## config.mk

```make
export PLATFORM = sky130hd
export DESIGN_NAME = double_ended_queue_unit_flat
export DESIGN_NICKNAME = d
export VERILOG_FILES = /design/src/rtl/dq_pkg.sv /design/src/rtl/dq_chan_if.sv /design/src/rtl/dq_ctrl.sv /design/src/rtl/dq_datapath.sv /design/src/rtl/double_ended_queue_unit.sv /design/src/flat_wrapper.sv
export SDC_FILE = /design/constraint.sdc
export NUM_CORES = 1
export LEC_CHECK = 0
export BUFFER_PORTS_ARGS = -buffer_cell sky130_fd_sc_hd__buf_4
export CORE_MARGIN = 8
export CORE_UTILIZATION = 60
export CTS_BUF_LIST = sky130_fd_sc_hd__clkbuf_8
export CTS_CLUSTER_DIAMETER = 120
export DETAILED_ROUTE_END_ITERATION = 6
export PLACE_DENSITY = 0.78
export SLEW_MARGIN = 20
export SYNTH_ARGS = -nofsm -noshare
export SYNTH_HDL_FRONTEND = slang
export SYNTH_HIERARCHICAL = 1
export SYNTH_SLANG_ARGS = --single-unit
```

## constraint.sdc

```tcl
create_clock -name clk -period 5.1 [get_ports clk]
set_clock_uncertainty 0.1 [all_clocks]
set_input_delay 0 -clock clk [delete_from_list [all_inputs] [get_ports clk]]
set_output_delay 0 -clock clk [all_outputs]
set_load 0.01 [all_outputs]
```

## src/rtl/dq_pkg.sv

```systemverilog
// shared constants, types and index helpers for the double-ended queue
package dq_pkg;

  localparam int DEPTH      = 16;
  localparam int WORD_WIDTH = 32;
  localparam int IDX_W      = $clog2(DEPTH);
  localparam int CNT_W      = $clog2(DEPTH + 1);
  localparam int SUM_W      = IDX_W + 1;
  localparam int FIELD_W    = 32;
  localparam int ENTRY_W    = 5;
  localparam int CMD_W      = 3;

  typedef enum logic [CMD_W-1:0] {
    CMD_PUSH_BACK  = 3'd0,
    CMD_PUSH_FRONT = 3'd1,
    CMD_POP_FRONT  = 3'd2,
    CMD_POP_BACK   = 3'd3,
    CMD_QUERY      = 3'd4
  } cmd_t;

  typedef enum logic [1:0] {
    ST_DONE    = 2'd0,
    ST_DROPPED = 2'd1,
    ST_IGNORED = 2'd2
  } status_t;

  // controller to datapath commands
  typedef struct packed {
    logic capture;
    logic exec;
    logic read;
    logic load;
  } dq_cmd_t;

  // index plus offset, modulo depth; sum stays below twice the depth
  function automatic logic [IDX_W-1:0] wrap_add(input logic [IDX_W-1:0] idx,
                                                input logic [CNT_W-1:0] off);
    logic [SUM_W-1:0] sum;
    sum = SUM_W'(idx) + SUM_W'(off);
    if (sum >= SUM_W'(DEPTH)) sum = sum - SUM_W'(DEPTH);
    return sum[IDX_W-1:0];
  endfunction

  function automatic logic [IDX_W-1:0] wrap_inc(input logic [IDX_W-1:0] idx);
    return (idx == IDX_W'(DEPTH - 1)) ? '0 : idx + IDX_W'(1);
  endfunction

  function automatic logic [IDX_W-1:0] wrap_dec(input logic [IDX_W-1:0] idx);
    return (idx == '0) ? IDX_W'(DEPTH - 1) : idx - IDX_W'(1);
  endfunction

  // low field bits of a stored word, zero filled when the word is narrower
  function automatic logic [FIELD_W-1:0] to_field(input logic [WORD_WIDTH-1:0] w);
    logic [WORD_WIDTH+FIELD_W-1:0] ext;
    ext = {{FIELD_W{1'b0}}, w};
    return ext[FIELD_W-1:0];
  endfunction

  function automatic logic [WORD_WIDTH-1:0] to_slot(input logic [FIELD_W-1:0] d);
    logic [WORD_WIDTH+FIELD_W-1:0] ext;
    ext = {{WORD_WIDTH{1'b0}}, d};
    return ext[WORD_WIDTH-1:0];
  endfunction

  function automatic logic [ENTRY_W-1:0] to_entry(input logic [CNT_W-1:0] c);
    logic [CNT_W+ENTRY_W-1:0] ext;
    ext = {{ENTRY_W{1'b0}}, c};
    return ext[ENTRY_W-1:0];
  endfunction

endpackage

```

## src/rtl/dq_chan_if.sv

```systemverilog
// valid/ready channel interfaces for queue commands and results
interface dq_in_if;
  import dq_pkg::*;
  logic                      valid;
  logic                      ready;
  logic [CMD_W-1:0]          cmd;
  logic signed [FIELD_W-1:0] data_in;

  modport source (output valid, output cmd, output data_in, input ready);
  modport sink   (input valid, input cmd, input data_in, output ready);
endinterface

interface dq_out_if;
  import dq_pkg::*;
  logic                      valid;
  logic                      ready;
  logic signed [FIELD_W-1:0] front_word;
  logic signed [FIELD_W-1:0] back_word;
  logic [ENTRY_W-1:0]        entry_count;
  logic                      is_empty;
  logic                      is_full;
  status_t                   status;

  modport source (output valid, output front_word, output back_word,
                  output entry_count, output is_empty, output is_full,
                  output status, input ready);
  modport sink   (input valid, input front_word, input back_word,
                  input entry_count, input is_empty, input is_full,
                  input status, output ready);
endinterface

```

## src/rtl/dq_ctrl.sv

```systemverilog
// sequencing state machine for the queue: accept, execute, read, load result
module dq_ctrl (
  input  logic            clk,
  input  logic            rst_n,
  input  logic            in_valid,
  output logic            in_ready,
  output logic            out_valid,
  input  logic            out_ready,
  output dq_pkg::dq_cmd_t cmd
);
  import dq_pkg::*;

  typedef enum logic [3:0] {
    S_IDLE = 4'b0001,
    S_EXEC = 4'b0010,
    S_READ = 4'b0100,
    S_LOAD = 4'b1000
  } state_t;

  state_t state_r, state_nxt;
  logic   out_valid_r, out_valid_nxt;
  logic   load_ok;

  assign in_ready  = (state_r == S_IDLE);
  assign out_valid = out_valid_r;
  // result register is free when empty or being drained this cycle
  assign load_ok   = (state_r == S_LOAD) && (!out_valid_r || out_ready);

  assign cmd.capture = in_valid && in_ready;
  assign cmd.exec    = (state_r == S_EXEC);
  assign cmd.read    = (state_r == S_READ);
  assign cmd.load    = load_ok;

  always_comb begin
    state_nxt = state_r;
    unique case (state_r)
      S_IDLE: if (in_valid) state_nxt = S_EXEC;
      S_EXEC: state_nxt = S_READ;
      S_READ: state_nxt = S_LOAD;
      S_LOAD: if (load_ok) state_nxt = S_IDLE;
      default: state_nxt = S_IDLE;
    endcase
  end

  always_comb begin
    priority if (load_ok) begin
      out_valid_nxt = 1'b1;
    end else if (out_ready) begin
      out_valid_nxt = 1'b0;
    end else begin
      out_valid_nxt = out_valid_r;
    end
  end

  always_ff @(posedge clk) begin
    if (!rst_n) begin
      state_r     <= S_IDLE;
      out_valid_r <= 1'b0;
    end else begin
      state_r     <= state_nxt;
      out_valid_r <= out_valid_nxt;
    end
  end

endmodule

```

## src/rtl/dq_datapath.sv

```systemverilog
// queue pointers, slot memory and result register
module dq_datapath (
  input  logic                              clk,
  input  logic                              rst_n,
  input  dq_pkg::dq_cmd_t                   cmd,
  input  logic [dq_pkg::CMD_W-1:0]          in_cmd,
  input  logic signed [dq_pkg::FIELD_W-1:0] in_data,
  output logic signed [dq_pkg::FIELD_W-1:0] front_word,
  output logic signed [dq_pkg::FIELD_W-1:0] back_word,
  output logic [dq_pkg::ENTRY_W-1:0]        entry_count,
  output logic                              is_empty,
  output logic                              is_full,
  output dq_pkg::status_t                   status
);
  import dq_pkg::*;

  logic [CMD_W-1:0]      cmd_r;
  logic [WORD_WIDTH-1:0] data_r;
  logic [IDX_W-1:0]      head_r, head_nxt;
  logic [CNT_W-1:0]      count_r, count_nxt;
  status_t               status_r, status_nxt;

  logic [WORD_WIDTH-1:0] slot_mem [DEPTH];
  logic [WORD_WIDTH-1:0] rd_front_r, rd_back_r;

  logic                  q_full, q_empty;
  logic                  wr_en;
  logic [IDX_W-1:0]      wr_addr;
  logic [IDX_W-1:0]      back_idx;
  logic [IDX_W-1:0]      front_dec;

  logic signed [FIELD_W-1:0] front_word_r, back_word_r;
  logic [ENTRY_W-1:0]        entry_count_r;
  logic                      is_empty_r, is_full_r;
  status_t                   status_out_r;

  assign q_full    = (count_r == CNT_W'(DEPTH));
  assign q_empty   = (count_r == '0);
  assign front_dec = wrap_dec(head_r);
  assign back_idx  = wrap_add(head_r, count_r - CNT_W'(1));

  always_comb begin
    head_nxt   = head_r;
    count_nxt  = count_r;
    status_nxt = ST_DONE;
    wr_en      = 1'b0;
    wr_addr    = wrap_add(head_r, count_r);
    unique case (cmd_r)
      CMD_PUSH_BACK: begin
        if (q_full) begin
          status_nxt = ST_DROPPED;
        end else begin
          wr_en     = 1'b1;
          count_nxt = count_r + CNT_W'(1);
        end
      end
      CMD_PUSH_FRONT: begin
        wr_addr = front_dec;
        if (q_full) begin
          status_nxt = ST_DROPPED;
        end else begin
          wr_en     = 1'b1;
          head_nxt  = front_dec;
          count_nxt = count_r + CNT_W'(1);
        end
      end
      CMD_POP_FRONT: begin
        if (q_empty) begin
          status_nxt = ST_IGNORED;
        end else begin
          head_nxt  = wrap_inc(head_r);
          count_nxt = count_r - CNT_W'(1);
        end
      end
      CMD_POP_BACK: begin
        if (q_empty) begin
          status_nxt = ST_IGNORED;
        end else begin
          count_nxt = count_r - CNT_W'(1);
        end
      end
      default: begin
        status_nxt = ST_DONE;
      end
    endcase
  end

  always_ff @(posedge clk) begin
    if (!rst_n) begin
      head_r  <= '0;
      count_r <= '0;
    end else if (cmd.exec) begin
      head_r  <= head_nxt;
      count_r <= count_nxt;
    end
  end

  always_ff @(posedge clk) begin
    if (cmd.capture) begin
      cmd_r  <= in_cmd;
      data_r <= to_slot(in_data);
    end
    if (cmd.exec) status_r <= status_nxt;
  end

  // slot memory: one write port, two registered read ports
  always_ff @(posedge clk) begin
    if (cmd.exec && wr_en) slot_mem[wr_addr] <= data_r;
    if (cmd.read) begin
      rd_front_r <= slot_mem[head_r];
      rd_back_r  <= slot_mem[back_idx];
    end
  end

  always_ff @(posedge clk) begin
    if (cmd.load) begin
      front_word_r  <= q_empty ? '0 : to_field(rd_front_r);
      back_word_r   <= q_empty ? '0 : to_field(rd_back_r);
      entry_count_r <= to_entry(count_r);
      is_empty_r    <= q_empty;
      is_full_r     <= q_full;
      status_out_r  <= status_r;
    end
  end

  assign front_word  = front_word_r;
  assign back_word   = back_word_r;
  assign entry_count = entry_count_r;
  assign is_empty    = is_empty_r;
  assign is_full     = is_full_r;
  assign status      = status_out_r;

endmodule

```

## src/rtl/double_ended_queue_unit.sv

```systemverilog
// top level of the double-ended queue: controller plus datapath
// an accepted transaction steps through execute, read and load before its result shows valid
// one transaction in flight at a time: input is ready again only after the
//   controller's accept, execute, read and load sequence around the registered slot reads
// a result left waiting holds the next transaction in load, and input stalls
// reset (synchronous, rst_n low): queue empty, head at slot 0, no result valid
module double_ended_queue_unit (
  input  logic   clk,
  input  logic   rst_n,
  dq_in_if.sink  in_chan,
  dq_out_if.source out_chan
);
  import dq_pkg::*;

  dq_cmd_t ctrl_cmd;

  // sequencing: ready only between transactions, result held until taken
  dq_ctrl u_ctrl (
    .clk       (clk),
    .rst_n     (rst_n),
    .in_valid  (in_chan.valid),
    .in_ready  (in_chan.ready),
    .out_valid (out_chan.valid),
    .out_ready (out_chan.ready),
    .cmd       (ctrl_cmd)
  );

  // pointers, slot memory and the result register
  dq_datapath u_datapath (
    .clk         (clk),
    .rst_n       (rst_n),
    .cmd         (ctrl_cmd),
    .in_cmd      (in_chan.cmd),
    .in_data     (in_chan.data_in),
    .front_word  (out_chan.front_word),
    .back_word   (out_chan.back_word),
    .entry_count (out_chan.entry_count),
    .is_empty    (out_chan.is_empty),
    .is_full     (out_chan.is_full),
    .status      (out_chan.status)
  );

endmodule

```

## src/flat_wrapper.sv

```systemverilog
// flat-port wrapper written by rule: the top's interface ports become plain ports
module double_ended_queue_unit_flat import dq_pkg::*;
  (clk, rst_n, in_chan_valid, in_chan_cmd, in_chan_data_in, in_chan_ready, out_chan_valid, out_chan_front_word, out_chan_back_word, out_chan_entry_count, out_chan_is_empty, out_chan_is_full, out_chan_status, out_chan_ready);
  dq_in_if in_chan_i ();
  dq_out_if out_chan_i ();
  input  logic clk;
  input  logic rst_n;
  input wire logic [$bits(in_chan_i.valid)-1:0] in_chan_valid;
  input wire logic [$bits(in_chan_i.cmd)-1:0] in_chan_cmd;
  input wire logic [$bits(in_chan_i.data_in)-1:0] in_chan_data_in;
  output wire logic [$bits(in_chan_i.ready)-1:0] in_chan_ready;
  output wire logic [$bits(out_chan_i.valid)-1:0] out_chan_valid;
  output wire logic [$bits(out_chan_i.front_word)-1:0] out_chan_front_word;
  output wire logic [$bits(out_chan_i.back_word)-1:0] out_chan_back_word;
  output wire logic [$bits(out_chan_i.entry_count)-1:0] out_chan_entry_count;
  output wire logic [$bits(out_chan_i.is_empty)-1:0] out_chan_is_empty;
  output wire logic [$bits(out_chan_i.is_full)-1:0] out_chan_is_full;
  output wire logic [$bits(out_chan_i.status)-1:0] out_chan_status;
  input wire logic [$bits(out_chan_i.ready)-1:0] out_chan_ready;
  assign in_chan_i.valid = in_chan_valid;
  assign in_chan_i.cmd = in_chan_cmd;
  assign in_chan_i.data_in = in_chan_data_in;
  assign in_chan_ready = in_chan_i.ready;
  assign out_chan_valid = out_chan_i.valid;
  assign out_chan_front_word = out_chan_i.front_word;
  assign out_chan_back_word = out_chan_i.back_word;
  assign out_chan_entry_count = out_chan_i.entry_count;
  assign out_chan_is_empty = out_chan_i.is_empty;
  assign out_chan_is_full = out_chan_i.is_full;
  assign out_chan_status = out_chan_i.status;
  assign out_chan_i.ready = out_chan_ready;
  double_ended_queue_unit u_core (.clk(clk), .rst_n(rst_n), .in_chan(in_chan_i), .out_chan(out_chan_i));
endmodule
```

Word level (Yosys, flattened, before mapping). Memory sizes are Yosys's and may differ from the RTL's. A register that Yosys moved wholly into a read port is not among the register bits. Cells that the tools add are included.

Memory bits (writable): 512. Input bits: 39. Memories kept: 1. Output and inout port bits: 75. Bits in registers: 124.

Memories: u_core.u_datapath.slot_mem (depth 16, bits a word 32, rd ports 2, clocked after memory_dff 2, write ports 1, line dq_datapath.sv:23) `logic [WORD_WIDTH-1:0] slot_mem [DEPTH];`.

Equality and inequality tests: 15. Multiplexer cells: 23. Add/sub/neg operators: 8. Reduce and logical (&&, ||, !) cells: 16. Magnitude comparators: 2.

Operators with widths (count): 4-bit 2-to-1 mux (9); 4-bit one-hot mux with 4 select lines (1); 2-bit != test, second input constant (6); 4-bit by 1-bit subtractor with 4-bit output, second input constant (3); 4-bit by 5-bit adder with 5-bit output (2); 5-bit greater-or-equal comparator, second input constant (2); 5-bit 2-to-1 mux (2); 5-bit one-hot mux with 2 select lines (1); 4-bit equality test, second input constant (2); 4-bit one-hot mux with 2 select lines (1); 4-bit AND reduction (2); 1-bit 2-to-1 mux (7); 3-bit by 2-bit equality test with 1-bit output, second input constant (2); 2-bit nonzero test (3); 5-bit by 1-bit adder with 5-bit output, second input constant (1); 5-bit equality test, second input constant (1); 5-bit zero test (1); 5-bit by 1-bit subtractor with 5-bit output, second input constant (1); 4-bit by 1-bit adder with 4-bit output, second input constant (1); 4-bit by 1-bit equality test with 1-bit output, second input constant (1); 4-bit by 2-bit equality test with 1-bit output, second input constant (1); 4-bit by 3-bit equality test with 1-bit output, second input constant (1); 4-bit zero test (1); 2-bit one-hot mux with 2 select lines (1); other kinds (8) (11).

Depth between registers and ports, before layout. Gate-level depths: netlist (run 1).

Depth in word-level cells: 6. Gate-level depth with buffers: 10. Gate-level depth less buffers: 9.

Hierarchy. The synthesis (run 1) kept the hierarchy.

By module, submodules not included: dq_datapath (times used 1, cells an instance 1547, area each 30306.6 um^2, sequential area each 20779.9 um^2); dq_ctrl (times used 1, cells an instance 29, area each 300.3 um^2, sequential area each 100.1 um^2).

Worst setup path before layout (run 1). No wires, ideal clock.

Path type: register to register. Start point: register u_core.u_datapath.head_r[0]. End point: memory u_core.u_datapath.slot_mem[5][0], enable pin. Data required time: 4.579 ns. Path slack: 1.374 ns. Arrival time: 3.205 ns. Cell stages (with the launch flop): 10. Cells stage by stage: dfxtp_1 > buf_2 > buf_4 > buf_2 > inv_1 > ha_1 > o21bai_1 > a22oi_1 > a22oi_1 > nor2_1.

Word-level cells in the longest chain between the ends: 4. Elaborated cells on any way between the ends: 8. Those cells by class: add/sub: 3; order compare: 1; mux: 3; reduce/logical: 1.

RTL lines: from (decl) (line dq_datapath.sv:19) `logic [IDX_W-1:0] head_r, head_nxt;`; from (signal assigned) (line dq_datapath.sv:93) `head_r <= head_nxt;`; 4-bit by 5-bit adder with 5-bit output (line dq_pkg.sv:39) `sum = SUM_W'(idx) + SUM_W'(off);`; 4-bit by 1-bit subtractor with 4-bit output / 5-bit greater-or-equal comparator (equally long branches) (line dq_pkg.sv:40) `if (sum >= SUM_W'(DEPTH)) sum = sum - SUM_W'(DEPTH);`; 4-bit 2-to-1 mux (line dq_pkg.sv:40); 4-bit 2-to-1 mux * (line dq_datapath.sv:48) `unique case (cmd_r)`; to (decl) (line dq_datapath.sv:23).

Mark *: on every way between the ends. The rest lies on a longest branch, timed or not.

Final worst setup path (run 1).
Start point: register u_core.u_datapath.head_r[2]. End point: memory u_core.u_datapath.slot_mem[15][19], enable pin.

Same word-level chain as after synthesis.

==> results of run 1 <==
[what timing repair did]
item / in CTS / in global routing
hold buffers: 76 / 0
resized for setup: 0 / 0
endpoints found under the hold margin: 54 / 0
[logic make-up (layout without fill, tap and decap cells)]
logic type,after synthesis,count (layout),synth area share [%]
AO/OA/AOI/OAI,167,167,3.73
XOR/XNOR,18,18,0.625
flip-flops,700,700,68.2
buffers and inverters,118,444,1.91
multiplexers,292,292,20.0
AND/OR/NAND/NOR,269,269,4.96
adder cells (fa/ha/maj),12,12,0.540
[per-layer routing]
| layer | vias up | share of wire, % | routed length [um] |
|---|---|---|---|
| met5 | - | 0 | 0 |
| met4 | 0 | 3.5 | 2530 |
| met3 | 169 | 8.0 | 5780 |
| met2 | 887 | 51 | 36500 |
| met1 | 8808 | 38 | 27100 |
| li1 | 7024 | - | - |
[area by class of cell]
| class | count | area [um^2] |
|---|---|---|
| Clock buffer | 113 | 1560 |
| Inverter | 12 | 45.0 |
| Multi-Input combinational cell | 758 | 9290 |
| Clock inverter | 90 | 494 |
| Fill cell | 3110 | 15200 |
| Tap cell | 672 | 841 |
| Sequential cell | 700 | 20900 |
| Timing Repair Buffer | 229 | 1980 |
[sequential cells by signal, summed over array words and instances, names as in the netlist, 4 cells and up]
register                       count
u_core/u_ctrl/state_r              4
u_core/u_datapath/entry_count      5
u_core/u_datapath/front_word      32
u_core/u_datapath/data_r          32
u_core/u_datapath/back_word       32
u_core/u_datapath/slot_mem       512
u_core/u_datapath/count_r          5
u_core/u_datapath/rd_back_r       32
u_core/u_datapath/head_r           4
u_core/u_datapath/rd_front_r      32
[power groups by stage]
stage          clock network [mW]  logic (mW)  registers (mW)
6_report                     4.41       0.414            6.49
5_1_grt                      4.71       0.442            6.50
4_1_cts                      4.48       0.414            6.49
3_5_place_dp                    0       0.368            6.61
3_3_place_gp                    0       0.359            6.60
2_1_floorplan                   0       0.249            6.56
[worst paths after layout]
path	from	to	cells after the start
setup / recovery	u_core/u_datapath/head_r[2]	u_core/u_datapath/slot_mem[15][19]	6
hold / removal	rst_n	u_core/u_datapath/count_r[4]	3
setup reg to reg	u_core/u_datapath/head_r[2]	u_core/u_datapath/slot_mem[15][19]	6
hold reg to reg	u_core/u_datapath/status_r[0]	u_core/u_datapath/status[0]	0
[cells in the final DEF, fill, tap and decap left out, types with 4 or more instances in the layout]
cell             n
edfxtp_1       686
mux4_2         256
buf_4          147
clkbuf_8       113
dlygate4sd3_1   76
nand2_1         74
nor2b_1         67
and2_1          66
a211oi_1        60
inv_1           47
a21oi_1         40
mux2i_1         36
a31oi_1         33
clkinv_1        27
clkinv_2        17
nor2_1          13
and2_2          10
dfxtp_1         10
ha_1             9
nor2_4           8
xnor2_1          7
xor2_1           6
buf_12           6
o21ai_0          5
a211oi_2         5
a22oi_1          5
bufinv_16        4
o22ai_1          4
[worst min-delay path, delay by kind of cell]
kind / cells / cell delay (ns)
buffers and inverters: 2 / 0.69
AND/OR/NAND/NOR: 1 / 0.13
[metrics by stage]
stage               cells  power (mW)  area (um^2)
floorplan            1576        6.81        30600
global placement     2295        6.96        32300
detailed placement   2295        6.98        32300
CTS                  2574        11.4        35100
global route         2574        11.7        35100
finish               2574        11.3        35100
==> metrics.txt, run 1 <==
status=finished, final reports clean; Least-Margin Pin Slew=1.17 ns; slowest cell delay on critical path=0.96 ns; global-route wire length before repair=109 mm; Syn Area/Cell=19.4 um^2; pre-CTS setup slack=1.24 ns; Flop pwr share=57.4%; Min Hold Slack=0.0717 ns; FP Rows=82; Syn. warnings=6; f_max=0.263 GHz; vias in the first global route=17884; Synth Instances=1576; Vias=16888; dpl hpwl=39.7 mm; part of the cycle the worst path needs=74.5%; Int Power=8.85 mW; CP top delay family=flip-flops; minimum clock period=3.80 ns; met1 global-route usage=30.9%; sw power=2.46 mW; 1st-iter DRT viols=1621; Clock Pin Slew Worst Setup and Hold Paths=0.06 ns; worst setup margin=1.30 ns; crit-path cells=ha_1 -> a21oi_1 -> xor2_1 -> a22oi_1 -> nor2_4 -> buf_4; clock buffer depth=3; final setup vio count=0; area growth from synthesis to layout=14.7%; Max VDD drop=246 uV; Port Buf Inserts=113; crit path DAT=4.04 ns; Reg2Reg Setup Slack=1.30 ns; Post CTS Setup Buffer Count=0; largest net degree at the start of global routing=72; Pins Over Slew Limit=0; DR DRC count=0; startpoint types=flip-flop; setup TNS=0 ns; post-synth net total=1627; clock power share=39.0%; Hold Fails Final Rpt=0; CTS tree=built; Post-Route WL=71.9 mm; Cell variety after synth=61; Final Util=69.8%; antenna violations before repair=0; Async S/R FF share, synth=0%; met3 Use GR=4.96%; H-Tree Depth=3; Commonest cells post-synth=edfxtp_1, mux4_2, and2_1, nand2_1, nor2b_1; Comb pwr share=3.7%; slowest CP cell=dfxtp_4; CP Class=reg2reg; root buffer cell=clkbuf_8; register area share after synthesis=68.2%; most instantiated library cell after synthesis=edfxtp_1; Post-synth EDFFs=686; CTS Buf Count=109; power per cell area=322 nW/um^2; min-delay worst type=in2reg; flops & latches, synth=700; Switching Share=21.8%; total of max-cap violations=0; total die area=58500 um^2; core area=50300 um^2; antenna violation net count after detailed routing=0; share of layout cells above drive strength 1=31.4%; gr usage total=24.4%; share of the synthesized area in the top cell type=67.3%; DR vias/cell=6.56; M2 GR Usage=41.4%; Worst EP required=5.34 ns; TritonCTS Sinks=700; number of diodes=0; Ports=114; RSZ-0062 raised after global routing=false; grt ovf=0; Mapped Area=30600 um^2; GR peak layer=met2; final net count=1861; Max Fanout on Critical Path=58; Synth area leaders=edfxtp_1, mux4_2, and2_1; DRT Pass-1 Iters=7; Clk Latency, worst-skew pair=0.72 ns; Die Height=242 um; CP endpoint kind=flip-flop; Avg WL per Cell=27.9 um; Initial Utilization=60.9%; Primary FF master, synth=edfxtp_1; LEAKAGE=11.2 nW; Max transition margin=22.0%; Worst Path Buf+Inv=1; Die X-Extent=242 um; post-synth top area cell=edfxtp_1; RePlAce Congestion=0.788
No activity file was read; power rests on OpenSTA's default activity.
==> run 2, diff against run 1 <==
clock period = 3.5 ns   (was 5.1 ns; I/O delays follow)
==> run 2 against run 1 <==
  * Combinational power increased by 55%
  * Clock power rose by 51%
  * Sequential share of layout area decreased by 1.4 points
  * Global-route usage grew 0.50 points
  * Count of clock-buffer cells in the layout decreased by 1
  * Critical endpoint is now u_core/u_datapath/rd_back_r[9]
  * Critical path depth is 2 higher
  * Power up 48%
==> metrics.txt, run 2 (synthesis gave the netlist of run 1 again) <==
CP endpoint kind=flip-flop; number of diodes=0 (unchanged); LEAKAGE=11.6 nW (+3.1%); Initial Utilization=60.9% (unchanged); Die Height=242 um (unchanged); grt ovf=0 (unchanged); Post-Route WL=73.4 mm (+2.1%); GR peak layer=met2; total die area=58500 um^2 (unchanged); vias in the first global route=18038 (+0.86%); FP Rows=82 (unchanged); Clock Pin Slew Worst Setup and Hold Paths=0.06 ns (about the same); CP Class=reg2reg; Reg2Reg Setup Slack=0.08 ns (-1.22 ns); fin area=35900 um^2 (+2.4%); count of non-filler cells in the finished layout=2621 (+1.8%); DRT Pass-1 Iters=5 (-2); Vias=17370 (+2.9%); Max VDD drop=320 uV (+30%); clock buffer depth=3 (unchanged); status=finished, final reports clean; Port Buf Inserts=113 (unchanged); global-route wire length before repair=111 mm (+1.5%); minimum clock period=3.42 ns (-0.378 ns); met1 global-route usage=32.6% (+1.6 points); Min Hold Slack=0.0590 ns (-0.0128 ns); Ports=114 (unchanged); slowest cell delay on critical path=0.96 ns (about the same); worst setup margin=0.0799 ns (-1.22 ns); startpoint types=flip-flop; CTS Buf Count=109 (unchanged); Worst EP required=3.82 ns (-1.52 ns); min-delay worst type=in2reg; slowest CP cell=fa_4; root buffer cell=clkbuf_8; Avg WL per Cell=28.0 um (+0.26%); antenna violation net count after detailed routing=0 (unchanged); core area=50300 um^2 (unchanged); M2 GR Usage=41.6% (+0.27 points); final setup vio count=0 (unchanged); RePlAce Congestion=0.810 (+2.8%); DP Cell Count=2337 (+1.8%); setup TNS=0 ns (unchanged); area growth from synthesis to layout=17.4%; DR vias/cell=6.63 (+1.0%); antenna violations before repair=0 (unchanged); share of layout cells above drive strength 1=33.5% (+2.0 points); dpl hpwl=41.0 mm (+3.2%); crit-path cells=inv_1 -> ha_1 -> fa_4 -> buf_12 -> mux4_2 -> and2_1 -> a211oi_1 -> a31oi_1; largest net degree at the start of global routing=78 (+8.3%); Pins Over Slew Limit=0 (unchanged); DR DRC count=0 (unchanged); f_max=0.292 GHz (+11%); CTS tree=built; total of max-cap violations=0 (unchanged); Worst Path Buf+Inv=2 (+1); Top reg by flops=u_core/u_datapath/slot_mem; TritonCTS Sinks=700 (unchanged); gr usage total=24.9% (+0.50 points); crit path DAT=3.74 ns (-0.30 ns); Max transition margin=31.7% (+9.7 points); H-Tree Depth=3 (unchanged); Clk Latency, worst-skew pair=0.70 ns (-0.02 ns); part of the cycle the worst path needs=97.7% (+23 points); Least-Margin Pin Slew=1.03 ns (-0.146 ns); Max Fanout on Critical Path=34 (-41%); Placed Area=33000 um^2 (+2.1%); met3 Use GR=4.81% (-0.15 points); 1st-iter DRT viols=1902 (+17%); max reg flops=512 (unchanged); pre-CTS setup slack=0.149 ns (-1.09 ns); Hold Fails Final Rpt=0 (unchanged); CP top delay family=adder cells; power per cell area=466 nW/um^2 (+45%); final net count=1909 (+2.6%); Die X-Extent=242 um (unchanged); most frequent cells in the layout=edfxtp_1, mux4_2, buf_4; most common cell after layout, fill and taps aside=edfxtp_1
[run 2: changes by cell type in the layout (fill, tap and decap cells not counted), sizes merged]
| cell | previous run | this run |
|---|---|---|
| buf | 153 | 199 |
| bufinv | 4 | 7 |
| clkinv | 45 | 49 |
| clkinvlp | 2 | 6 |
| dlygate4sd3 | 76 | 77 |
| inv | 51 | 40 |
[run 2: worst min-delay path, cell delays in order]
cell and delay [ns]:
dlygate4sd3_1 0.53, buf_4 0.14, nand3_1 0.08, o31ai_1 0.06
[run 2: area by class of cell]
class	instances	area, um^2
inverters	12	45.0
well taps	672	841
clock buffers	112	1540
fillers	3005	14300
repair buffers	277	2750
clock inverters	90	578
flip-flops and latches	700	20900
multi-input cells	758	9290
[run 2: where the power goes]
group | leakage [nW] | internal [mW] | total [mW] | switching [mW]
sequential | 6.31 | 9.30 | 9.44 | 0.133
clock | 1.18 | 3.50 | 6.65 | 3.15
combinational | 4.10 | 0.315 | 0.642 | 0.327
total | 11.6 | 13.1 | 16.7 | 3.61
[run 2: path summary, 6_finish.rpt]
path,start,cells after the start,endpoint
setup / recovery,u_core/u_datapath/count_r[0],8,u_core/u_datapath/rd_back_r[9]
hold reg to reg,u_core/u_datapath/status_r[1],0,u_core/u_datapath/status[1]
hold / removal,rst_n,4,u_core/u_datapath/head_r[3]
setup reg to reg,u_core/u_datapath/count_r[0],8,u_core/u_datapath/rd_back_r[9]
[run 2: timing repair]
item | 4_1_cts | 5_1_grt
setup buffers | 0 | 4
endpoints found under the setup margin | 0 | 1
hold buffers | 77 | 0
endpoints found under the hold margin | 64 | 0
gates resized for setup | 0 | 1
[run 2: metrics by stage]
step	utilization [%]	power (mW)
5_1_grt	71.5	17.2
4_1_cts	71.4	16.8
3_5_place_dp	65.6	10.2
3_3_place_gp	65.6	10.2
6_report	71.5	16.7
2_1_floorplan	-	9.92
[run 2: layer usage]
layer | wire length (um) | vias up
met5 | 0 | -
met4 | 2460 | 0
met3 | 7070 | 178
met2 | 36600 | 1131
met1 | 27300 | 8929
li1 | - | 7132
==> run 3, diff against run 2 <==
CELL_PAD_IN_SITES_DETAIL_PLACEMENT = 0   (was default)
CELL_PAD_IN_SITES_GLOBAL_PLACEMENT = 2   (was default)
CORE_UTILIZATION = 50   (was 60)
PLACE_DENSITY = 0.82   (was 0.78)
SKIP_LAST_GASP = 1   (was default)
==> run 3 against run 2 <==
  * Die area grew 19%
  * Final cell count grew 3.2%
  * Critical path type unchanged
  * Critical path depth is the same
==> metrics.txt, run 3 (synthesis gave the netlist of run 1 again) <==
status=finished, final reports clean; final net count=1888 (-1.1%); Placed Area=33000 um^2 (about the same); Max VDD drop=341 uV (+6.4%); slowest cell delay on critical path=0.84 ns (-0.12 ns); CTS tree=built; DP Cell Count=2431 (+4.0%); startpoint types=flip-flop; largest net degree at the start of global routing=104 (+33%); Die X-Extent=263 um (+8.9%); crit path DAT=3.59 ns (-0.15 ns); Worst EP required=3.82 ns (about the same); Worst Path Buf+Inv=2 (unchanged); fin area=35800 um^2 (-0.37%); max reg flops=512 (unchanged); count of non-filler cells in the finished layout=2705 (+3.2%); power per cell area=462 nW/um^2 (-0.73%); FP Rows=90 (+9.8%); Hold Path End=u_core/u_datapath/count_r[4]; H-Tree Depth=3 (unchanged); Reg2Reg Depth=8 (unchanged); Reg2Reg Setup Slack=0.23 ns (+0.15 ns); Port Buf Inserts=113 (unchanged); Ports=114 (unchanged); 1st-iter DRT viols=1431 (-25%); root buffer cell=clkbuf_8; gr usage total=21.7% (-3.2 points); Avg WL per Cell=28.0 um (about the same); total of max-cap violations=0 (unchanged); total die area=69400 um^2 (+19%); RSZ-0062 raised after global routing=false; vias in the first global route=17912 (-0.70%); Post CTS Setup Buffer Count=0 (unchanged); final setup vio count=0 (unchanged); CTS resizes=0 (unchanged); Final Util=59.2% (-12 points); f_max=0.306 GHz (+4.7%); dpl hpwl=41.6 mm (+1.7%); Max transition margin=50.9% (+19 points); CP Class=reg2reg; grt ovf=0 (unchanged); core area=60500 um^2 (+20%); TritonCTS Sinks=700 (unchanged); crit-path cells=inv_1 -> ha_1 -> fa_4 -> buf_12 -> mux4_2 -> and2_1 -> a211oi_1 -> a31oi_1; RePlAce Congestion=0.778 (-3.9%); Clock Pin Slew Worst Setup and Hold Paths=0.06 ns (about the same); Die Height=263 um (+8.9%); hold buffer count at cts=76 (-1.3%); area growth from synthesis to layout=17.0%; antenna violation net count after detailed routing=0 (unchanged); part of the cycle the worst path needs=93.3% (-4.4 points); LEAKAGE=11.4 nW (-1.3%); hold depth=3 (-1); Worst R2R Start=u_core/u_datapath/count_r[0]; Vias=16788 (-3.4%); Clk Latency, worst-skew pair=0.72 ns (+0.02 ns); Initial Utilization=50.6% (-10 points); CP top delay family=adder cells; Max Fanout on Critical Path=43 (+26%); Hold Fails Final Rpt=0 (unchanged); clock buffer depth=3 (unchanged); Hold Startpoint=rst_n; CP endpoint kind=flip-flop; Top reg by flops=u_core/u_datapath/slot_mem; DR DRC count=0 (unchanged); global-route wire length before repair=113 mm (+2.0%); worst r2r dst=u_core/u_datapath/rd_back_r[31]; DRT Pass-1 Iters=7 (+2); Post-Route WL=75.8 mm (+3.3%); slowest CP cell=fa_4; Least-Margin Pin Slew=0.737 ns (-0.288 ns); minimum clock period=3.27 ns (-0.154 ns); number of fill cells=4441 (+48%); DR vias/cell=6.21 (-6.4%); most common cell after layout, fill and taps aside=edfxtp_1; most frequent cells in the layout=edfxtp_1, mux4_2, buf_4; share of layout cells above drive strength 1=32.3% (-1.2 points); antenna violations before repair=3 (+3); CTS Buf Count=110 (+0.92%); min-delay worst type=in2reg; Pins Over Slew Limit=0 (unchanged)
==> run 3: changes by cell type in the layout (fill, tap and decap cells not counted), moves of 2 or more <==
cell        change
buf_4          -19
clkbuf_8        -2
clkinv_1        +3
clkinv_2        -8
clkinvlp_4      -2
diode_2         +2
inv_1           +2
inv_6           +2
==> run 3: layout make-up <==
class / instances / area, um^2 / share of cell area (%)
antenna: 2 / 5.00 / 0.0140
clock buffer: 110 / 1510 / 4.23
clock inverter: 86 / 534 / 1.49
inverter: 12 / 45.0 / 0.126
multi-input combinational: 758 / 9290 / 25.9
sequential: 700 / 20900 / 58.4
tap: 782 / 978 / 2.73
timing repair buffer: 255 / 2540 / 7.10
==> run 3: worst max path at each step <==
stage / startpoint / depth (start not counted) / slack [ns] / to
after floorplan: u_core/u_datapath/head_r[0] / 9 / -0.23 / u_core/u_datapath/slot_mem[5][0]
after global placement: u_core/u_datapath/count_r[0] / 8 / 0.23 / u_core/u_datapath/rd_back_r[28]
after detailed placement: u_core/u_datapath/count_r[0] / 8 / 0.20 / u_core/u_datapath/rd_back_r[23]
after CTS: u_core/u_datapath/count_r[0] / 8 / 0.27 / u_core/u_datapath/rd_back_r[23]
after global routing: u_core/u_datapath/count_r[0] / 8 / 0.13 / u_core/u_datapath/rd_back_r[23]
final: u_core/u_datapath/count_r[0] / 8 / 0.23 / u_core/u_datapath/rd_back_r[31]
==> run 3: through the flow <==
step / hold WS, ns / power, mW / setup slack, ns / TNS, ns
detailed placement: 0.0795 / 10.2 / 0.200 / 0
finish: 0.0887 / 16.5 / 0.234 / 0
CTS: 0.0185 / 16.7 / 0.270 / 0
floorplan: -0.00113 / 9.92 / -0.226 / -33.09
global route: 0.0722 / 17.1 / 0.133 / 0
global placement: 0.0780 / 10.2 / 0.234 / 0
==> run 3: worst min-delay path, delay by kind of cell <==
family,cells,cell delay (ns)
buf+inv,2,0.69
simple gates,1,0.13
==> run 3: routing by layer <==
metal / track usage [%] / vias to the layer above / part of all wire [%]
li1: - / 7097 / -
met1: 27.1 / 8775 / 39
met2: 37.8 / 752 / 51
met3: 3.96 / 160 / 7.1
met4: 7.71 / 4 / 2.8
met5: 0 / - / 0.030
==> run 3: report_power, final <==
part | internal (mW) | switching, mW
Sequential | 9.31 | 0.134
Clock | 3.37 | 3.12
Combinational | 0.298 | 0.321
